<file path="src/rtl/ims_pkg.sv">
// shared types and constants for the isolation monitor sequencer
// no dependencies
package ims_pkg;

    typedef struct packed {
        logic               link_up;
        logic [16:0]        pack_centivolt;
        logic signed [23:0] sample_microvolt;
        logic               sample_ok;
    } in_t;

    typedef struct packed {
        logic        relay_pos_on;
        logic        relay_neg_on;
        logic [31:0] pos_riso_ohm;
        logic [31:0] neg_riso_ohm;
        logic        pos_low_iso;
        logic        neg_low_iso;
        logic        measurement_fault;
        logic [1:0]  cycle_phase;
    } out_t;

    typedef enum logic [1:0] {
        PH_IDLE  = 2'd0,
        PH_POS   = 2'd1,
        PH_PAUSE = 2'd2,
        PH_NEG   = 2'd3
    } phase_t;

    typedef enum logic [3:0] {
        S_IDLE,
        S_SUM,
        S_PDIFF,
        S_PMUL,
        S_PDSET,
        S_PDIV,
        S_RCHK,
        S_RM1,
        S_RM2,
        S_RM3,
        S_RM4,
        S_RDIV,
        S_EMIT
    } seq_t;

    localparam int CFG_IDX_W = 4;
    localparam logic [CFG_IDX_W-1:0] CFG_INTERVAL  = 4'd0;
    localparam logic [CFG_IDX_W-1:0] CFG_SETTLE    = 4'd1;
    localparam logic [CFG_IDX_W-1:0] CFG_PAUSE     = 4'd2;
    localparam logic [CFG_IDX_W-1:0] CFG_FAULT_OHM = 4'd3;
    localparam logic [CFG_IDX_W-1:0] CFG_FAIL_LIM  = 4'd4;
    localparam logic [CFG_IDX_W-1:0] CFG_MIN_PACK  = 4'd5;

    localparam logic [15:0] RST_INTERVAL  = 16'd200;
    localparam logic [15:0] RST_SETTLE    = 16'd20;
    localparam logic [15:0] RST_PAUSE     = 16'd10;
    localparam logic [31:0] RST_FAULT_OHM = 32'd48000;
    localparam logic [7:0]  RST_FAIL_LIM  = 8'd10;
    localparam logic [16:0] RST_MIN_PACK  = 17'd1000;

    localparam logic [21:0] MID_UV   = 22'd2500000;
    localparam logic [23:0] K_NUM    = 24'd121;
    localparam logic [8:0]  K_DEN    = 9'd511;
    localparam logic [23:0] RCHAIN   = 24'd1210000;
    localparam logic [23:0] MEGA     = 24'd1000000;
    localparam logic [20:0] MEGA_V   = 21'd1000000;

    localparam int MUL_A_W = 32;
    localparam int MUL_B_W = 24;
    localparam int MUL_P_W = MUL_A_W + MUL_B_W;
    localparam int DIV_N_W = 64;
    localparam int DIV_D_W = 24;

endpackage

</file>
<file path="src/rtl/isolation_monitor_sequencer_top.sv">
// isolation monitor measurement sequencer: phase timing, pole averaging,
// isolation resistance; depends on ims_pkg, ims_mul, ims_div
//
//  channel | direction | handshake          | beat
//  in      | input     | in_valid/in_stall   | one 1 ms tick (ims_pkg::in_t)
//  out     | output    | out_valid/out_stall | one status result (ims_pkg::out_t)
//  cfg     | input     | cfg_valid/cfg_ready | register index and write data
//
// a tick without a sample goes straight to the output; a positive pole sample sums
// its window and divides for the pole mean, and a negative pole sample may then also
// work out both resistances on the one divider shared by the pole mean and both resistances
// reset clears all control state and loads the register defaults
// in_stall is high from an accepted tick until its result enters the output
// register; a stalled output holds the sequencer in its final state
module isolation_monitor_sequencer_top #(
    parameter int AVG_DEPTH = 4
) (
    input  logic                            clk,
    input  logic                            rst_n,
    input  logic                            in_valid,
    output logic                            in_stall,
    input  ims_pkg::in_t                    in_data,
    output logic                            out_valid,
    input  logic                            out_stall,
    output ims_pkg::out_t                   out_data,
    input  logic                            cfg_valid,
    output logic                            cfg_ready,
    input  logic [ims_pkg::CFG_IDX_W-1:0]   cfg_index,
    input  logic [31:0]                     cfg_data
);
    import ims_pkg::*;

    localparam int FILL_W = $clog2(AVG_DEPTH + 1);
    localparam int SLOT_W = (AVG_DEPTH > 1) ? $clog2(AVG_DEPTH) : 1;
    localparam int SUM_W  = 24 + FILL_W;
    localparam int DIFF_W = SUM_W + 2;
    localparam int DEN_W  = 9 + FILL_W;

    // configuration
    logic [15:0] interval_reg, settle_reg, pause_reg;
    logic [31:0] fault_ohm_reg;
    logic [7:0]  limit_reg;
    logic [16:0] min_pack_reg;

    assign cfg_ready = 1'b1;

    always_ff @(posedge clk or negedge rst_n)
    begin
        if (!rst_n)
        begin
            interval_reg  <= RST_INTERVAL;
            settle_reg    <= RST_SETTLE;
            pause_reg     <= RST_PAUSE;
            fault_ohm_reg <= RST_FAULT_OHM;
            limit_reg     <= RST_FAIL_LIM;
            min_pack_reg  <= RST_MIN_PACK;
        end
        else if (cfg_valid)
        begin
            unique case (cfg_index)
                CFG_INTERVAL:  interval_reg  <= cfg_data[15:0];
                CFG_SETTLE:    settle_reg    <= cfg_data[15:0];
                CFG_PAUSE:     pause_reg     <= cfg_data[15:0];
                CFG_FAULT_OHM: fault_ohm_reg <= cfg_data;
                CFG_FAIL_LIM:  limit_reg     <= cfg_data[7:0];
                CFG_MIN_PACK:  min_pack_reg  <= cfg_data[16:0];
                default: ;
            endcase
        end
    end

    // state
    seq_t                     seq_reg, seq_next;
    phase_t                   phase_reg, phase_next;
    logic [15:0]              elapsed_reg, elapsed_next;
    logic [FILL_W-1:0]        pos_fill_reg, pos_fill_next, neg_fill_reg, neg_fill_next;
    logic [SLOT_W-1:0]        pos_slot_reg, pos_slot_next, neg_slot_reg, neg_slot_next;
    logic signed [20:0]       pos_mv_reg, pos_mv_next, neg_mv_reg, neg_mv_next;
    logic                     pos_valid_reg, pos_valid_next, neg_valid_reg, neg_valid_next;
    logic [31:0]              pos_riso_reg, pos_riso_next, neg_riso_reg, neg_riso_next;
    logic                     pos_ok_reg, pos_ok_next;
    logic [7:0]               failed_reg, failed_next;
    logic                     fault_reg, fault_next;
    logic                     out_valid_reg, out_valid_next;
    out_t                     out_reg, out_next;

    // working registers
    logic                     side_reg, side_next;
    logic [SLOT_W-1:0]        idx_reg, idx_next;
    logic signed [SUM_W-1:0]  sum_reg, sum_next;
    logic [DIFF_W-1:0]        mag_reg, mag_next;
    logic                     pneg_reg, pneg_next;
    logic [16:0]              pack_reg, pack_next;
    logic [20:0]              c_reg, c_next;
    logic [41:0]              p1_reg, p1_next;
    logic [41:0]              lo_reg, lo_next;

    // sample windows
    logic signed [23:0]       pos_win_reg [AVG_DEPTH];
    logic signed [23:0]       neg_win_reg [AVG_DEPTH];
    logic                     win_we, win_side;
    logic [SLOT_W-1:0]        win_slot;

    // shared units
    logic [MUL_A_W-1:0]       mul_a;
    logic [MUL_B_W-1:0]       mul_b;
    logic [MUL_P_W-1:0]       mul_p;
    logic                     div_start, div_busy, div_done;
    logic [DIV_N_W-1:0]       div_n, div_q;
    logic [DIV_D_W-1:0]       div_d;

    ims_mul u_mul (
        .clk  (clk),
        .a    (mul_a),
        .b    (mul_b),
        .prod (mul_p)
    );

    ims_div u_div (
        .clk      (clk),
        .rst_n    (rst_n),
        .start    (div_start),
        .dividend (div_n),
        .divisor  (div_d),
        .busy     (div_busy),
        .done     (div_done),
        .quotient (div_q)
    );

    // helpers from stored state
    logic                     accept;
    logic                     run_ok;
    logic [15:0]              el_inc;
    logic [FILL_W-1:0]        cur_fill;
    logic signed [23:0]       win_rd;
    logic [20:0]              volt_mv;
    logic [20:0]              pm, nm, dmv;
    logic                     ratio_big;
    logic [DEN_W-1:0]         den;
    logic [DIFF_W-1:0]        mid;
    logic signed [DIFF_W-1:0] diff;
    logic signed [24:0]       qv, pv;
    logic signed [20:0]       pole_new;
    logic [31:0]              riso_new;
    logic signed [22:0]       cdiff;
    logic [22:0]              cneg;
    logic                     bad_sign;
    logic [63:0]              big;

    assign accept   = in_valid && !in_stall;
    assign run_ok   = in_data.link_up && (in_data.pack_centivolt >= min_pack_reg);
    assign el_inc   = (elapsed_reg == 16'hFFFF) ? elapsed_reg : elapsed_reg + 16'd1;
    assign cur_fill = side_reg ? neg_fill_reg : pos_fill_reg;
    assign win_rd   = side_reg ? neg_win_reg[idx_reg] : pos_win_reg[idx_reg];
    assign volt_mv  = 21'(pack_reg) * 21'd10;
    assign pm       = pos_mv_reg[20] ? 21'd0 : pos_mv_reg;
    assign nm       = neg_mv_reg[20] ? 21'(-neg_mv_reg) : 21'd0;
    assign dmv      = side_reg ? pm : nm;
    // dmv * 1e6 >= V, with V below 2^21
    assign ratio_big = (dmv >= 21'd2) || ((dmv == 21'd1) && (volt_mv <= MEGA_V));
    assign den      = DEN_W'(cur_fill) * DEN_W'(K_DEN);
    assign mid      = DIFF_W'(cur_fill) * DIFF_W'(MID_UV);
    assign diff     = $signed(mid) - DIFF_W'(sum_reg);
    assign bad_sign = pos_mv_reg[20] || (neg_mv_reg > 21'sd100) || (volt_mv == '0);
    assign cdiff    = $signed({2'b00, volt_mv}) - $signed({2'b00, pm}) - $signed({2'b00, nm});
    assign cneg     = 23'(-cdiff);
    assign big      = {mul_p[42:0], 21'b0} + 64'(lo_reg);

    // rounded pole voltage from the quotient, saturated to 21 bits signed; resistance saturated to 32 bits
    always_comb
    begin
        qv = $signed({4'b0000, div_q[20:0]});
        pv = pneg_reg ? 25'sd2500 - qv : 25'sd2500 + qv;
        if (div_q[63:21] != '0)
            pole_new = pneg_reg ? -21'sd1048576 : 21'sd1048575;
        else if (pv > 25'sd1048575)
            pole_new = 21'sd1048575;
        else if (pv < -25'sd1048576)
            pole_new = -21'sd1048576;
        else
            pole_new = 21'(pv);
        riso_new = (div_q[63:32] != '0) ? 32'hFFFF_FFFF : div_q[31:0];
    end

    // next state
    always_comb
    begin
        seq_next = seq_reg;
        unique case (seq_reg)
            S_IDLE:
            begin
                if (in_valid)
                begin
                    seq_next = S_EMIT;
                    if (run_ok && (phase_reg == PH_POS) && (el_inc >= settle_reg)
                        && in_data.sample_ok)
                        seq_next = S_SUM;
                    if (run_ok && (phase_reg == PH_NEG) && (el_inc >= settle_reg)
                        && in_data.sample_ok)
                        seq_next = S_SUM;
                end
            end
            S_SUM:
                if ((FILL_W'(idx_reg) + FILL_W'(1)) == cur_fill)
                    seq_next = S_PDIFF;
            S_PDIFF: seq_next = S_PMUL;
            S_PMUL:  seq_next = S_PDSET;
            S_PDSET: seq_next = S_PDIV;
            S_PDIV:
                if (div_done)
                    seq_next = side_reg ? S_RCHK : S_EMIT;
            S_RCHK:
            begin
                if (!pos_valid_reg || bad_sign)
                    seq_next = S_EMIT;
                else if (cdiff < 0 && (25'(cneg) * 25'd100 >= 25'(volt_mv)))
                    seq_next = S_EMIT;
                else
                    seq_next = S_RM1;
            end
            S_RM1: seq_next = S_RM2;
            S_RM2: seq_next = ratio_big ? S_RDIV : S_RM3;
            S_RM3: seq_next = S_RM4;
            S_RM4: seq_next = S_RDIV;
            S_RDIV:
                if (div_done)
                    seq_next = side_reg ? S_EMIT : S_RM1;
            S_EMIT:
                if (!out_valid_reg || !out_stall)
                    seq_next = S_IDLE;
            default: seq_next = S_IDLE;
        endcase
    end

    // datapath and outputs of the sequencer
    always_comb
    begin
        phase_next     = phase_reg;
        elapsed_next   = elapsed_reg;
        pos_fill_next  = pos_fill_reg;
        neg_fill_next  = neg_fill_reg;
        pos_slot_next  = pos_slot_reg;
        neg_slot_next  = neg_slot_reg;
        pos_mv_next    = pos_mv_reg;
        neg_mv_next    = neg_mv_reg;
        pos_valid_next = pos_valid_reg;
        neg_valid_next = neg_valid_reg;
        pos_riso_next  = pos_riso_reg;
        neg_riso_next  = neg_riso_reg;
        pos_ok_next    = pos_ok_reg;
        failed_next    = failed_reg;
        fault_next     = fault_reg;
        out_valid_next = out_valid_reg && out_stall;
        out_next       = out_reg;
        side_next      = side_reg;
        idx_next       = idx_reg;
        sum_next       = sum_reg;
        mag_next       = mag_reg;
        pneg_next      = pneg_reg;
        pack_next      = pack_reg;
        c_next         = c_reg;
        p1_next        = p1_reg;
        lo_next        = lo_reg;
        win_we         = 1'b0;
        win_side       = 1'b0;
        win_slot       = pos_slot_reg;
        mul_a          = '0;
        mul_b          = '0;
        div_start      = 1'b0;
        div_n          = '0;
        div_d          = '0;

        unique case (seq_reg)
            S_IDLE:
            begin
                if (accept)
                begin
                    pack_next = in_data.pack_centivolt;
                    idx_next  = '0;
                    sum_next  = '0;
                    if (!run_ok)
                    begin
                        phase_next     = PH_IDLE;
                        elapsed_next   = '0;
                        pos_fill_next  = '0;
                        neg_fill_next  = '0;
                        pos_slot_next  = '0;
                        neg_slot_next  = '0;
                        pos_mv_next    = '0;
                        neg_mv_next    = '0;
                        pos_valid_next = 1'b0;
                        neg_valid_next = 1'b0;
                        pos_riso_next  = '0;
                        neg_riso_next  = '0;
                        pos_ok_next    = 1'b0;
                        failed_next    = '0;
                        fault_next     = 1'b0;
                    end
                    else
                    begin
                        elapsed_next = el_inc;
                        unique case (phase_reg)
                            PH_IDLE:
                                if (el_inc >= interval_reg)
                                begin
                                    pos_ok_next  = 1'b0;
                                    phase_next   = PH_POS;
                                    elapsed_next = '0;
                                end
                            PH_POS:
                                if (el_inc >= settle_reg)
                                begin
                                    phase_next   = PH_PAUSE;
                                    elapsed_next = '0;
                                    side_next    = 1'b0;
                                    pos_ok_next  = in_data.sample_ok;
                                    if (in_data.sample_ok)
                                    begin
                                        win_we        = 1'b1;
                                        win_side      = 1'b0;
                                        win_slot      = pos_slot_reg;
                                        pos_slot_next = (pos_slot_reg == SLOT_W'(AVG_DEPTH - 1))
                                                        ? '0 : pos_slot_reg + 1'b1;
                                        if (pos_fill_reg != FILL_W'(AVG_DEPTH))
                                            pos_fill_next = pos_fill_reg + 1'b1;
                                    end
                                    else
                                    begin
                                        pos_valid_next = 1'b0;
                                        pos_mv_next    = '0;
                                        pos_riso_next  = '0;
                                    end
                                end
                            PH_PAUSE:
                                if (el_inc >= pause_reg)
                                begin
                                    phase_next   = PH_NEG;
                                    elapsed_next = '0;
                                end
                            PH_NEG:
                                if (el_inc >= settle_reg)
                                begin
                                    phase_next    = PH_IDLE;
                                    elapsed_next  = '0;
                                    side_next     = 1'b1;
                                    pos_riso_next = '0;
                                    neg_riso_next = '0;
                                    // close the cycle: both samples good or count a failure
                                    if (pos_ok_reg && in_data.sample_ok)
                                    begin
                                        failed_next = '0;
                                        fault_next  = 1'b0;
                                    end
                                    else
                                    begin
                                        failed_next = (failed_reg == 8'hFF)
                                                      ? failed_reg : failed_reg + 8'd1;
                                        fault_next  = failed_next >= limit_reg;
                                    end
                                    if (in_data.sample_ok)
                                    begin
                                        win_we        = 1'b1;
                                        win_side      = 1'b1;
                                        win_slot      = neg_slot_reg;
                                        neg_slot_next = (neg_slot_reg == SLOT_W'(AVG_DEPTH - 1))
                                                        ? '0 : neg_slot_reg + 1'b1;
                                        if (neg_fill_reg != FILL_W'(AVG_DEPTH))
                                            neg_fill_next = neg_fill_reg + 1'b1;
                                    end
                                    else
                                    begin
                                        neg_valid_next = 1'b0;
                                        neg_mv_next    = '0;
                                    end
                                end
                            default: ;
                        endcase
                    end
                end
            end
            S_SUM:
            begin
                sum_next = sum_reg + SUM_W'(win_rd);
                idx_next = idx_reg + 1'b1;
            end
            S_PDIFF:
            begin
                pneg_next = diff < 0;
                mag_next  = (diff < 0) ? DIFF_W'(-diff) : DIFF_W'(diff);
            end
            S_PMUL:
            begin
                mul_a = MUL_A_W'(mag_reg);
                mul_b = K_NUM;
            end
            S_PDSET:
            begin
                div_start = 1'b1;
                div_n     = {mul_p[DIV_N_W-2:0], 1'b0} + 64'(den);
                div_d     = DIV_D_W'({den, 1'b0});
            end
            S_PDIV:
            begin
                if (div_done)
                begin
                    if (side_reg)
                    begin
                        neg_mv_next    = pole_new;
                        neg_valid_next = 1'b1;
                    end
                    else
                    begin
                        pos_mv_next    = pole_new;
                        pos_valid_next = 1'b1;
                    end
                end
            end
            S_RCHK:
            begin
                side_next = 1'b0;
                c_next    = (cdiff < 0) ? '0 : 21'(cdiff);
                if (pos_valid_reg)
                begin
                    if (bad_sign || (cdiff < 0 && (25'(cneg) * 25'd100 >= 25'(volt_mv))))
                    begin
                        pos_valid_next = 1'b0;
                        neg_valid_next = 1'b0;
                    end
                end
            end
            S_RM1:
            begin
                mul_a = MUL_A_W'(c_reg);
                mul_b = RCHAIN;
            end
            S_RM2:
            begin
                p1_next = mul_p[41:0];
                if (ratio_big)
                begin
                    div_start = 1'b1;
                    div_n     = {mul_p[DIV_N_W-2:0], 1'b0} + 64'(dmv);
                    div_d     = DIV_D_W'({dmv, 1'b0});
                end
                else
                begin
                    mul_a = MUL_A_W'(mul_p[20:0]);
                    mul_b = MEGA;
                end
            end
            S_RM3:
            begin
                lo_next = mul_p[41:0];
                mul_a   = MUL_A_W'(p1_reg[41:21]);
                mul_b   = MEGA;
            end
            S_RM4:
            begin
                div_start = 1'b1;
                div_n     = {big[62:0], 1'b0} + 64'(volt_mv);
                div_d     = DIV_D_W'({volt_mv, 1'b0});
            end
            S_RDIV:
            begin
                if (div_done)
                begin
                    if (side_reg)
                        neg_riso_next = riso_new;
                    else
                    begin
                        pos_riso_next = riso_new;
                        side_next     = 1'b1;
                    end
                end
            end
            S_EMIT:
            begin
                if (!out_valid_reg || !out_stall)
                begin
                    out_valid_next             = 1'b1;
                    out_next.relay_pos_on      = phase_reg == PH_POS;
                    out_next.relay_neg_on      = phase_reg == PH_NEG;
                    out_next.pos_riso_ohm      = pos_riso_reg;
                    out_next.neg_riso_ohm      = neg_riso_reg;
                    out_next.pos_low_iso       = pos_valid_reg && (pos_riso_reg < fault_ohm_reg);
                    out_next.neg_low_iso       = neg_valid_reg && (neg_riso_reg < fault_ohm_reg);
                    out_next.measurement_fault = fault_reg;
                    out_next.cycle_phase       = phase_reg;
                end
            end
            default: ;
        endcase
    end

    always_ff @(posedge clk or negedge rst_n)
    begin
        if (!rst_n)
        begin
            seq_reg       <= S_IDLE;
            phase_reg     <= PH_IDLE;
            elapsed_reg   <= '0;
            pos_fill_reg  <= '0;
            neg_fill_reg  <= '0;
            pos_slot_reg  <= '0;
            neg_slot_reg  <= '0;
            pos_mv_reg    <= '0;
            neg_mv_reg    <= '0;
            pos_valid_reg <= 1'b0;
            neg_valid_reg <= 1'b0;
            pos_riso_reg  <= '0;
            neg_riso_reg  <= '0;
            pos_ok_reg    <= 1'b0;
            failed_reg    <= '0;
            fault_reg     <= 1'b0;
            out_valid_reg <= 1'b0;
        end
        else
        begin
            seq_reg       <= seq_next;
            phase_reg     <= phase_next;
            elapsed_reg   <= elapsed_next;
            pos_fill_reg  <= pos_fill_next;
            neg_fill_reg  <= neg_fill_next;
            pos_slot_reg  <= pos_slot_next;
            neg_slot_reg  <= neg_slot_next;
            pos_mv_reg    <= pos_mv_next;
            neg_mv_reg    <= neg_mv_next;
            pos_valid_reg <= pos_valid_next;
            neg_valid_reg <= neg_valid_next;
            pos_riso_reg  <= pos_riso_next;
            neg_riso_reg  <= neg_riso_next;
            pos_ok_reg    <= pos_ok_next;
            failed_reg    <= failed_next;
            fault_reg     <= fault_next;
            out_valid_reg <= out_valid_next;
        end
    end

    always_ff @(posedge clk)
    begin
        out_reg  <= out_next;
        side_reg <= side_next;
        idx_reg  <= idx_next;
        sum_reg  <= sum_next;
        mag_reg  <= mag_next;
        pneg_reg <= pneg_next;
        pack_reg <= pack_next;
        c_reg    <= c_next;
        p1_reg   <= p1_next;
        lo_reg   <= lo_next;
        if (win_we && !win_side)
            pos_win_reg[win_slot] <= in_data.sample_microvolt;
        if (win_we && win_side)
            neg_win_reg[win_slot] <= in_data.sample_microvolt;
    end

    assign in_stall  = seq_reg != S_IDLE;
    assign out_valid = out_valid_reg;
    assign out_data  = out_reg;

    a_idle_div_quiet: assert property (@(posedge clk) disable iff (!rst_n)
        seq_reg == S_IDLE |-> !div_busy) else $error("divider busy while sequencer idle");
    a_fill_bound: assert property (@(posedge clk) disable iff (!rst_n)
        (pos_fill_reg <= FILL_W'(AVG_DEPTH)) && (neg_fill_reg <= FILL_W'(AVG_DEPTH)))
        else $error("window fill beyond depth");
    a_fault_count: assert property (@(posedge clk) disable iff (!rst_n)
        failed_reg == '0 |-> !fault_reg) else $error("fault without failed cycles");
    a_riso_valid: assert property (@(posedge clk) disable iff (!rst_n)
        (seq_reg == S_IDLE && pos_riso_reg != '0) |-> pos_valid_reg)
        else $error("positive resistance kept on an invalid pole");

endmodule

</file>
<file path="src/rtl/ims_mul.sv">
// shared unsigned multiplier with registered product
// depends on ims_pkg
module ims_mul (
    input  logic                          clk,
    input  logic [ims_pkg::MUL_A_W-1:0]   a,
    input  logic [ims_pkg::MUL_B_W-1:0]   b,
    output logic [ims_pkg::MUL_P_W-1:0]   prod
);
    import ims_pkg::*;

    logic [MUL_P_W-1:0] prod_reg;

    always_ff @(posedge clk)
    begin
        prod_reg <= MUL_P_W'(a) * MUL_P_W'(b);
    end

    assign prod = prod_reg;

endmodule

</file>
<file path="src/rtl/ims_div.sv">
// shared restoring divider, one quotient bit per cycle
// depends on ims_pkg
module ims_div (
    input  logic                          clk,
    input  logic                          rst_n,
    input  logic                          start,
    input  logic [ims_pkg::DIV_N_W-1:0]   dividend,
    input  logic [ims_pkg::DIV_D_W-1:0]   divisor,
    output logic                          busy,
    output logic                          done,
    output logic [ims_pkg::DIV_N_W-1:0]   quotient
);
    import ims_pkg::*;

    localparam int CNT_W = $clog2(DIV_N_W + 1);

    logic [CNT_W-1:0]   cnt_reg, cnt_next;
    logic               done_reg, done_next;
    logic [DIV_D_W-1:0] rem_reg, rem_next;
    logic [DIV_N_W-1:0] quo_reg, quo_next;
    logic [DIV_D_W-1:0] den_reg, den_next;
    logic [DIV_D_W:0]   trial;
    logic               fits;

    assign trial = {rem_reg, quo_reg[DIV_N_W-1]};
    assign fits  = trial >= {1'b0, den_reg};

    always_comb
    begin
        cnt_next  = cnt_reg;
        done_next = 1'b0;
        rem_next  = rem_reg;
        quo_next  = quo_reg;
        den_next  = den_reg;
        if (start)
        begin
            cnt_next = CNT_W'(DIV_N_W);
            rem_next = '0;
            quo_next = dividend;
            den_next = divisor;
        end
        else if (cnt_reg != '0)
        begin
            rem_next  = fits ? DIV_D_W'(trial - {1'b0, den_reg}) : DIV_D_W'(trial);
            quo_next  = {quo_reg[DIV_N_W-2:0], fits};
            cnt_next  = cnt_reg - 1'b1;
            done_next = (cnt_reg == CNT_W'(1));
        end
    end

    always_ff @(posedge clk or negedge rst_n)
    begin
        if (!rst_n)
        begin
            cnt_reg  <= '0;
            done_reg <= 1'b0;
        end
        else
        begin
            cnt_reg  <= cnt_next;
            done_reg <= done_next;
        end
    end

    always_ff @(posedge clk)
    begin
        rem_reg <= rem_next;
        quo_reg <= quo_next;
        den_reg <= den_next;
    end

    assign busy     = cnt_reg != '0;
    assign done     = done_reg;
    assign quotient = quo_reg;

    a_no_restart: assert property (@(posedge clk) disable iff (!rst_n)
        start |-> !busy) else $error("divider restarted while busy");
    a_done_ends: assert property (@(posedge clk) disable iff (!rst_n)
        done |-> !busy) else $error("divider done while still counting");
    a_start_runs: assert property (@(posedge clk) disable iff (!rst_n)
        start |=> busy) else $error("divider did not start");

endmodule

</file>
<file path="config.mk">
export PLATFORM = sky130hd
export DESIGN_NAME = isolation_monitor_sequencer_top
export DESIGN_NICKNAME = d
export VERILOG_FILES = /design/src/rtl/ims_pkg.sv /design/src/rtl/isolation_monitor_sequencer_top.sv /design/src/rtl/ims_mul.sv /design/src/rtl/ims_div.sv
export SDC_FILE = /design/constraint.sdc
export NUM_CORES = 2
export LEC_CHECK = 0
export BUFFER_PORTS_ARGS = -buffer_cell sky130_fd_sc_hd__buf_2
export CORE_AREA = 2 2 403 405
export CTS_BUF_LIST = sky130_fd_sc_hd__clkbuf_2
export DETAILED_ROUTE_END_ITERATION = 16
export DIE_AREA = 0 0 405 407
export PLACE_DENSITY_LB_ADDON = 0.1
export SYNTH_ARGS = -nofsm -noshare
export SYNTH_HDL_FRONTEND = slang
export SYNTH_SLANG_ARGS = --single-unit
</file>
<file path="constraint.sdc">
create_clock -name clk -period 13.8 [get_ports clk]
set_clock_uncertainty 0.05 [all_clocks]
set_input_delay 0.69 -clock clk [delete_from_list [all_inputs] [get_ports clk]]
set_output_delay 0.69 -clock clk [all_outputs]
set_load 0.01 [all_outputs]
</file>
# Word-level counts from Yosys, hierarchy flattened

Memories as Yosys holds them, arrays and structs flattened. A register that Yosys moved wholly into a read port is not among the register bits.
Cells that the tools add are included.

Input port bits: 84
Latch bits: 0
ROM bits: 0
Flip-flop bits (word level): 671
Memories kept: 2
Word-level logic and storage cells: 390
Bits in writable memories: 192
Output and inout bits: 74

Bitwise operators: 0
Div/mod/pow operators: 0
Multiply operators: 5
Reduce and logical (&&, ||, !) cells: 67
Mux-type cells: 169
Add/subtract/negate cells: 21
Shift operators: 0
Magnitude comparators: 16
Equality and inequality tests: 64

Memory list:

| name        | words | bits a word | rd ports | clocked after memory_dff | write ports | RTL line                               | source |
|---|---|---|---|---|---|---|---|
| neg_win_reg | 4     | 24          | 1        | 1                        | 1           | isolation_monitor_sequencer_top.sv:100 | `logic signed [23:0] neg_win_reg [AVG_DEPTH];` |
| pos_win_reg | 4     | 24          | 1        | 1                        | 1           | isolation_monitor_sequencer_top.sv:99  | `logic signed [23:0] pos_win_reg [AVG_DEPTH];` |

Operators with widths:

| kind                                | count |
|---|---|
| 2-to-1 mux 32 bit                   | 13 |
| 2-to-1 mux 21 bit                   | 19 |
| 2-to-1 mux 64 bit                   | 3 |
| one-hot mux 32 bit (2 select lines) | 3 |
| one-hot mux 64 bit (3 select lines) | 1 |
| one-hot mux 29 bit (4 select lines) | 1 |
| one-hot mux 21 bit (2 select lines) | 2 |
| one-hot mux 21 bit (4 select lines) | 1 |
| 2-to-1 mux 16 bit                   | 5 |
| one-hot mux 22 bit (3 select lines) | 1 |
| adder 64 x 21 -> 64 bit             | 1 |
| less-than comparator 32 bit         | 2 |
| adder 63 x 42 -> 63 bit             | 1 |
| one-hot mux 27 bit (2 select lines) | 1 |
| one-hot mux 4 bit (13 select lines) | 1 |
| 2-to-1 mux 2 bit                    | 25 |
| greater-or-equal comparator 16 bit  | 3 |
| 2-to-1 mux 24 bit                   | 2 |
| one-hot mux 16 bit (3 select lines) | 1 |
| 2-to-1 mux 1 bit                    | 47 |
| 2-to-1 mux 4 bit                    | 11 |
| nonzero test 43 bit                 | 1 |
| multiplier 29 x 21 -> 42 bit        | 1 |
| 2-to-1 mux 20 bit                   | 2 |
| other kinds (77)                    | 194 |

# Logic depth before layout (Yosys ltp)

Depth in word-level cells: 12
Mapped depth: 49

# By module

From an unflattened synthesis, not the netlist that was laid out.

Cells, all modules: 7695
Area, all modules: 76250.6 um^2

By module, submodules not included:

| module                          | sequential area each (um^2) | instances | area each (um^2) | cells each |
|---|---|---|---|---|
| isolation_monitor_sequencer_top | 19205.9                     | 1         | 44173.6          | 4283 |
| ims_mul                         | 1121.1                      | 1         | 25954.9          | 2896 |
| ims_div                         | 3323.2                      | 1         | 6122.1           | 516 |

# Worst setup path after synthesis

Ideal clock, no wire load.

Path type: register to register
Start point: reg pack_reg[1]
End point: reg u_mul.prod_reg[41], in the netlist u_mul.prod[41]
Cell stages (with the launch flop): 39
Slack: 4.143 ns
Arrival time: 9.482 ns
Library setup time: 0.125 ns
Cells stage by stage: edfxtp_1 ha_1 ha_1 a211oi_1 o311a_1 o21bai_1 a21oi_1 o211ai_1 a31o_2 a21oi_1 xor2_1 nand4b_1 a311oi_2 and2_1 buf_2 buf_2 a221oi_1 a21oi_1 (+3 left out) inv_1 fa_1 fa_1 fa_1 fa_1 ha_1 ha_1 a21oi_1 nor2b_1 a311oi_1 o31ai_1 nand2b_1 a31oi_1 o21a_1 o21a_1 o41a_1 a211oi_1 xnor2_1

Word-level cells in the longest chain between the ends: 7
Elaborated cells on any way between the ends: 9
Those cells by class: mul (2); order compare (1); mux (4); reduce/logical (2)

RTL lines:

| item                                                                                       | RTL line                               | source |
|---|---|---|
| start, declared                                                                            | isolation_monitor_sequencer_top.sv:93  | `logic [16:0] pack_reg, pack_next;` |
| start signal, assigned                                                                     | isolation_monitor_sequencer_top.sv:547 | `pack_reg <= pack_next;` |
| multiplier 17 x 3 -> 20 bit *                                                              | isolation_monitor_sequencer_top.sv:155 | `assign volt_mv = 21'(pack_reg) * 21'd10;` |
| less-or-equal comparator 21 x 20 -> 1 bit *                                                | isolation_monitor_sequencer_top.sv:160 | `assign ratio_big = (dmv >= 21'd2) \|\| ((dmv == 21'd1) && (volt_mv <= MEGA_V));` |
| logical AND 1 bit *                                                                        | isolation_monitor_sequencer_top.sv:160 |  |
| logical OR 1 bit *                                                                         | isolation_monitor_sequencer_top.sv:160 |  |
| 2-to-1 mux 21 bit or 2-to-1 mux 20 bit (tied branches)                                     | isolation_monitor_sequencer_top.sv:439 | `if (ratio_big)` |
| one-hot mux 29 bit (4 select lines) or one-hot mux 21 bit (4 select lines) (tied branches) | isolation_monitor_sequencer_top.sv:273 | `unique case (seq_reg)` |
| multiplier 29 x 21 -> 42 bit *                                                             | ims_mul.sv:15                          | `prod_reg <= MUL_P_W'(a) * MUL_P_W'(b);` |
| end signal, assigned                                                                       | ims_mul.sv:15                          |  |
| end, declared                                                                              | ims_mul.sv:11                          | `logic [MUL_P_W-1:0] prod_reg;` |

Mark *: on every way between the ends. The rest lies on a longest branch, timed or not.
A chain may end at the register's enable or synchronous reset.

# Worst setup path in the final report

Start point: reg pack_reg[1]
End point: reg u_mul.prod_reg[40], in the netlist u_mul.prod[40]

Same word-level chain as after synthesis.

==> out/qor.yml <==
yosys:
  yosysSeqAreaShare_pct: 36.4
  synth_top_area_share_pct: 23.9
  netlist_top_cells_area: "edfxtp_1 (24%), ha_1 (12%), fa_1 (12%)"
  synthCells: 6160
  synth_flop_cell: "edfxtp_1"
  synth_edf_count: 509
  avgSynthCellArea_um2: 10.4
  synth.largest_area_cell: "edfxtp_1"
  yosys_warnings: 0
  ys_types: 102
  synth-seq-cells: 841
  async_flop_share_pct: 31.4
  netlist_area_mm2: 0.0639
setup_path:
  r2r_slack_ns: 1.76
  path_max_fanout: 19
  startpoint_type: "flip-flop"
  critical_path_class: "reg -> reg"
  crit_required_ns: 15.41
  cpMostUsedCell: "ha_1"
  rr_endpoint: "u_mul.prod[40]"
  slowest_stage: "and2_1"
  slowest_delay_ns: 0.77
  r2r_start: "pack_reg[1]"
  worst_ep_arrival_time_ns: 13.64
  worst_setup_path_end_kind: "flip-flop"
  worstRegToRegCells: 38
floorplanning:
  die_w_um: 405
  dieArea_mm2: 0.165
  pin_count: 158
  core-area_mm2: 0.160
  start_util_pct: 39.9
  rows: 147
  fp.dieH_um: 407
cts:
  htreeDepth: 4
  cts_root_buf: "clkbuf_2"
  clockBufferDepth: 3
  clkSinkCount: 841
  cts_tree: "yes"
  postCtsHoldBufs: 228
  numCtsBuffers: 229
  clkLatencyLatePin_ns: 1.82
  cts.repair.resized: 0
  clkTransAtPathRegs_ns: 0.11
  cts_setup_buffers: 0
hold_path:
  hold_class: "in -> reg"
  whs_path_depth: 5
  hp-start: "cfg_index[2]"
  whs_endpoint: "limit_reg[6]"
timing:
  slew_headroom_pct: 14.4
  setup_violations: 0
  final-max-slew-violation-count: 0
  tightest_slew_ns: 1.28
  timing.final.hold_violations: 0
  max_freq_ghz: 0.0831
  fin_crit_ns: 12.04
  setup_tns_ns: 0
  fin_crit_sh_pct: 87.2
  rsz0062_at_grt: "no"
finish:
  drive_gt1_share_pct: 12.3
  syn_to_final_growth_pct: 12.8
  utilization_pct: 45.0
  num-nets-final: 7825
routing:
  wl_per_cell_um: 20.4
  via_per_inst: 5.18
  vias: 47223
  ant_nets: 0
  drc: 0
  routed_wl_um: 186000
  drtIter0Drc: 3104
  firstDrtPassIters: 8
flow_run:
  max_cap_viol_count: 0
grt:
  antenna_found_initial: 10
  grt_pass1_vias: 48431
  grtUsageMet2_pct: 37.7
  grt_max_degree: 162
  grt_use_total_pct: 22.9
  met1_usage_pct: 30.8
  grt_pass1_wl_um: 288000
  grt-busiest-layer: "met2"
  globalRouteOverflowTotal: 0
  use_met3_pct: 3.92
outcome:
  status: "finished, final reports clean"
placement:
  port_buffers: 156
  dpl.hpwl_um: 142000
  place_congestion: 0.913
## through the flow
step           setup WS (ns)  hold WS, ns  std cells  cell area [um^2]
5_1_grt                0.939       0.0883       9106             72100
4_1_cts                 1.78      0.00232       9094             72100
2_1_floorplan           4.14        0.344       6216             64200
3_3_place_gp            2.18        0.395       8433             67600
6_report                1.76        0.318       9110             72100
3_5_place_dp            1.98        0.400       8433             67600
## final cells by class
type | instances | area (um^2)
fillers | 15413 | 88100
multi-input cells | 4299 | 36900
flip-flops and latches | 841 | 23300
repair buffers | 445 | 3560
inverters | 916 | 3440
well taps | 2160 | 2700
clock buffers | 317 | 1590
clock inverters | 116 | 616
diodes | 16 | 40.0
## synth_stat cells (121+ instances only)
library cell,count
a21oi_1,289
clkbuf_1,125
dfrtp_1,242
edfxtp_1,509
fa_1,378
ha_1,631
inv_1,910
mux2_2,121
nand2_1,445
nor2_1,362
o21ai_0,260
xnor2_1,234
## routing by layer
layer | wire (um) | vias to the layer above
met5 | 34 | -
met4 | 4930 | 4
met3 | 9400 | 258
met2 | 86700 | 1199
met1 | 85100 | 23143
li1 | - | 22619
## worst max-delay path by stage
| stage | depth (start not counted) | to | from | slack, ns |
|---|---|---|---|---|
| after floorplan | 38 | u_mul.prod[41] | pack_reg[1] | 4.14 |
| after global placement | 38 | u_mul.prod[40] | pack_reg[1] | 2.18 |
| after detailed placement | 38 | u_mul.prod[40] | pack_reg[1] | 1.98 |
| after CTS | 38 | u_mul.prod[40] | pack_reg[1] | 1.78 |
| after global routing | 38 | u_mul.prod[40] | pack_reg[1] | 0.94 |
| final | 38 | u_mul.prod[40] | pack_reg[1] | 1.76 |
## critical path, delay by kind of cell, from the launching register on
kind	cells	cell delay [ns]
AND/OR/NAND/NOR	4	1.30
adder cells (fa/ha/maj)	11	4.17
buffers and inverters	5	0.60
AO/OA/AOI/OAI	17	5.07
flip-flops	1	0.58
XOR/XNOR	1	0.13
## kinds of logic (layout without fill, tap and decap cells)
kind of cell             count (synthesis)  after routing  share of synthesized area (%)
multiplexers                           252            252                           5.12
AO/OA/AOI/OAI                         1172           1172                           12.1
flip-flops                             841            841                           36.4
adder cells (fa/ha/maj)               1011           1011                           24.2
other                                    2             74                         0.0117
XOR/XNOR                               344            344                           4.71
buffers and inverters                 1076           1794                           6.37
AND/OR/NAND/NOR                       1462           1462                           11.1
## placed cells by master, fill, tap and decap left out, types with 155 or more instances in the layout
cell           instances
a21oi_1              284
buf_2                155
clkbuf_2             317
dfrtp_1              242
dlygate4sd3_1        227
edfxtp_1             509
fa_1                 378
ha_1                 631
inv_1                910
nand2_1              444
nor2_1               360
o21ai_0              258
xnor2_1              234
Power is not shown: default switching activity piles up to over one toggle a cycle in this logic, so the estimate is an artifact.
